--- config.mk ---
export PLATFORM = sky130hd
export DESIGN_NAME = pai_cell
export DESIGN_NICKNAME = d
export VERILOG_FILES = /design/src/rtl/core/pai_pkg.sv /design/src/rtl/core/pai_cell.sv
export SDC_FILE = /design/constraint.sdc
export NUM_CORES = 1
export LEC_CHECK = 0
export ABC_AREA = 0
export BUFFER_PORTS_ARGS = -buffer_cell sky130_fd_sc_hd__buf_4
export CAP_MARGIN = 20
export CORE_UTILIZATION = 35
export DETAILED_ROUTE_END_ITERATION = 16
export HOLD_SLACK_MARGIN = 0.1
export PLACE_DENSITY = 0.84
export SLEW_MARGIN = 20
export SYNTH_ARGS = -nofsm -noshare
export SYNTH_HDL_FRONTEND = slang
export SYNTH_SLANG_ARGS = --single-unit
--- constraint.sdc ---
create_clock -name clk -period 3.2 [get_ports clk]
set_input_delay 0.48 -clock clk [delete_from_list [all_inputs] [get_ports clk]]
set_output_delay 0.48 -clock clk [all_outputs]
set_load 0.01 [all_outputs]
--- src/rtl/core/pai_pkg.sv ---
// ----------------------------------------------------------------------------
// pai_pkg: shared types and constants
// Capacity, derived widths, operation and status codes, cell control.
// ----------------------------------------------------------------------------
package pai_pkg;

  localparam int CAPACITY = 128;
  localparam int DATA_W   = 32;
  localparam int OP_W     = 3;
  localparam int POS_W    = 8;
  localparam int ST_W     = 2;
  localparam int FILL_W   = 8;

  localparam int CNT_W    = $clog2(CAPACITY + 1);
  localparam int IDX_W    = (CAPACITY > 2) ? $clog2(CAPACITY) : 1;
  localparam int CMP_W    = (CNT_W > POS_W) ? CNT_W : POS_W;

  localparam int GRP_N    = 16;
  localparam int NGRP     = (CAPACITY + GRP_N - 1) / GRP_N;

  localparam logic [OP_W-1:0] OP_CLEAR  = 3'd0;
  localparam logic [OP_W-1:0] OP_APPEND = 3'd1;
  localparam logic [OP_W-1:0] OP_INSERT = 3'd2;
  localparam logic [OP_W-1:0] OP_DELETE = 3'd3;
  localparam logic [OP_W-1:0] OP_READ   = 3'd4;

  localparam logic [ST_W-1:0] ST_OK     = 2'd0;
  localparam logic [ST_W-1:0] ST_FULL   = 2'd1;
  localparam logic [ST_W-1:0] ST_EMPTY  = 2'd2;
  localparam logic [ST_W-1:0] ST_BAD    = 2'd3;

  localparam logic [1:0] CELL_HOLD = 2'd0;
  localparam logic [1:0] CELL_INS  = 2'd1;
  localparam logic [1:0] CELL_DEL  = 2'd2;

  typedef logic signed [DATA_W-1:0] data_t;

  typedef struct packed {
    logic [1:0]       cmd;
    logic [IDX_W-1:0] pos;
    data_t            value;
  } cell_ctrl_t;

endpackage

--- src/rtl/core/pai_cell.sv ---
// ----------------------------------------------------------------------------
// pai_cell: one array slot
// Holds one word; on insert takes its lower neighbor (or the new value at
// the insert position), on delete takes its upper neighbor.
// ----------------------------------------------------------------------------
module pai_cell (
  input  logic                     clk,
  input  logic [pai_pkg::IDX_W-1:0] idx,
  input  pai_pkg::cell_ctrl_t      ctrl,
  input  pai_pkg::data_t           left_data,
  input  pai_pkg::data_t           right_data,
  output pai_pkg::data_t           data,
  output pai_pkg::data_t           rd_data
);
  import pai_pkg::*;

  data_t data_r;
  data_t data_nxt;

  always_comb begin
    data_nxt = data_r;
    case (ctrl.cmd)
      CELL_INS: begin
        if (idx == ctrl.pos) begin
          data_nxt = ctrl.value;
        end else if (idx > ctrl.pos) begin
          data_nxt = left_data;
        end
      end
      CELL_DEL: begin
        if (idx >= ctrl.pos) begin
          data_nxt = right_data;
        end
      end
      default: data_nxt = data_r;
    endcase
  end

  always_ff @(posedge clk) begin
    data_r <= data_nxt;
  end

  assign data    = data_r;
  assign rd_data = (idx == ctrl.pos) ? data_r : '0;

endmodule

==> impl_results.md <==
* Slew Viols, Final at 0
* Placed Instances at 469
* Vias in the first global route at approximately 2100
* Syn_nets at around 350
* Layout cells sized above 1 at ~49%
* Crit path arrival time at between 2 and 2.5 ns
* Final Routed Wirelength at about 6.1 mm
* Clk slew on worst S/H paths at 0.06 ns
* Largest family of logic cells by synthesized area: simple AND/OR/NAND/NOR gates
* Synth top area share at about 45%
* Post-Synth XOR/XNOR Area at 0%
* Final count of hold timing violations at 0
* Sw Ratio at roughly 25%
* Worst-path fanout max at 15
* Remaining global-route overflow at 0
* WS Path Type: input port to output pin
* Setup crit start kind: input port
* Largest net degree at the start of global routing at a little over 60
* Global-route wire length before repair at about 9.1 mm
* Adder-cell share of the synthesized area at under 10%
* IO Count at around 180
* Max FFs per register at 32
* Row Count at 28
* CP delay by family, top: simple AND/OR/NAND/NOR gates
* Dpl ws at between 0.5 and 0.6 ns
* Num CTS Buffers at 5
* Bufs and invs on worst path at 3
* Fillers at 510
* DIE WIDTH at about 80 um
* Post-synthesis compound-gate area fraction at roughly 15%
* Via count at 2258
* Synth unique cells at 22
* Antenna-violating nets left at 0
* DRC at 0
* Outcome: completed
* Hold_ws at slightly above 0.5 ns
* LEAKAGE at roughly 1.8 nW
* H-tree Lvls at 2
* Pwr Total at about 0.0013 W
* CTS resizes at 0
* CORE AREA at about 0.0059 mm2
* Final setup margin at 0.607 ns
* Hold Crit Depth at 2
* Area growth from synthesis to layout at 69.8%
* Root buffer cell: clkbuf_8
* RSZ-0062 raised after global routing: no
* Most frequent cells in the layout: 179 x buf_4, 57 x a21oi_1, 32 x and2_1, 32 x edfxtp_1, 29 x nand2_1
* Synth top area cells: edfxtp_1 45%, a21oi_1 14%, and2_1 9.4%, nor2b_1 8.2%, ha_1 5.3%
* Multiplexer share of the synthesized area at 4.21%
* Final Wtd Congestion at roughly 0.7
* Synth Register Bits at 32
* Crit path capture type: output pin
* IO Port Bufs at approximately 180
* Final net count at 523
* Worst path cell trace: buf_4, ha_1, and4_4, and4_2, buf_4, and2_1, buf_4
* TritonRoute pass-1 iters at 4
* Mapped Area at 0.00214 mm2
* CP dominant cell by count: buf_4
* Reg area at slightly below 0.001 mm2
* # diodes at 0
* Full die area at around 0.0064 mm2
* Cell Int Power at about 0.00099 W
* Synthesized area per cell at a little over 9 um2
* Seq pwr share at between 40 and 50%
* Area occupied by multi-input gates at 0.00107 mm2
* CTS tree: yes
* Worst EP required at between 2 and 3 ns
* Simple-Gate Fraction of Synth Area at 25.2%
* Die Height at roughly 80 um
* Initial antenna violation count at 0
* Postcts setup bufs at 0
* Final Cycle Share at 81.0%
* Clock Path Buffers at 2
* All-layer global routing usage at a little under a fifth
* Post-synth top area cell: edfxtp_1
* Starting density of the core at a little over a third
* Clock group share of total power at ~28%
* Hpwl dp at 4.86 mm
* CTS Sinks at 32
* Pwr Density at about 360 mW/mm2
* Commonest non-fill, non-tap cell in the layout: buf_4
* Finished Layout Cells at between 400 and 500
* Slowest-stage cell, CP: and4_2
* Wire length per cell at about 13 um
* Max stage delay on crit path at about 0.45 ns
* Final setup vio count at 0
* Peak VDD IR at between 0.2 and 0.25 mV
* Max_cap viols at 0
* Register area share after synthesis at 44.9%
* Period minus WS final at around 2.6 ns
* Worst hold path class: input port to register
* Switching pwr at between 0.0003 and 0.0004 W
* Hold_buf cts at 0
* Slew @ Worst Pin at 0.985 ns
* Relative slew slack at 34.2%
* Detailed Route Iter0 Violations at 37
* TNS Setup at 0 ns
* Cell count along the critical path at 7
* DR vias/cell at between 4 and 5
* Post-Syn Instances at about 230
* Fmax at 0.386 GHz
* Combinational power share at between 20% and 30%
* Yosys Warn Count at 0
==> power by group through the flow <==
stage	logic, W	clock network, W	registers (W)
final	0.000364	0.000364	0.000580
after global routing	0.000396	0.000393	0.000590
after CTS	0.000367	0.000374	0.000582
after detailed placement	0.000367	0	0.000590
after global placement	0.000359	0	0.000587
after floorplan	0.0000988	0	0.000618
==> final timing paths <==
| check | start | endpoint | slack (ns) |
|---|---|---|---|
| hold / removal | right_data[10] | data[10] | 0.51 |
| setup / recovery | idx[6] | rd_data[4] | 0.61 |
==> metal layers <==
layer | track usage, % | routed length [um] | up-vias
li1 | - | - | 1127
met1 | 19.5 | 2280 | 1018
met2 | 36.6 | 3280 | 109
met3 | 4.09 | 514 | 4
met4 | 4.82 | 52 | 0
met5 | 0 | 0 | -
==> kinds of logic after synthesis <==
logic type               after synthesis
AO/OA/AOI/OAI                         61
adder cells (fa/ha/maj)                9
buffers and inverters                 26
flip-flops                            32
multiplexers                           8
AND/OR/NAND/NOR                       95
==> cell type report <==
class                      instances  area share, %
clock buffer                       5           1.90
clock inverter                     3           1.03
inverter                           9          0.930
multi-input combinational        173           29.5
sequential                        32           26.5
tap                               75           2.58
timing repair buffer             180           37.6
==> metrics by stage <==
stage          area, um2  util [%]
2_1_floorplan       2140         -
3_3_place_gp        3520      59.5
3_5_place_dp        3520      59.5
4_1_cts             3630      61.3
5_1_grt             3630      61.3
6_report            3630      61.3
==> cell usage after synthesis (all sizes together) <==
cell	number
a2111oi	1
a211o	1
a21oi	58
and2	32
and4	2
buf	9
clkbuf	8
edfxtp	32
ha	9
inv	9
mux2	8
nand2	29
nand2b	1
nand4	1
nor2	2
nor2b	28
o211ai	1
Power figures use the tool's default switching activity.
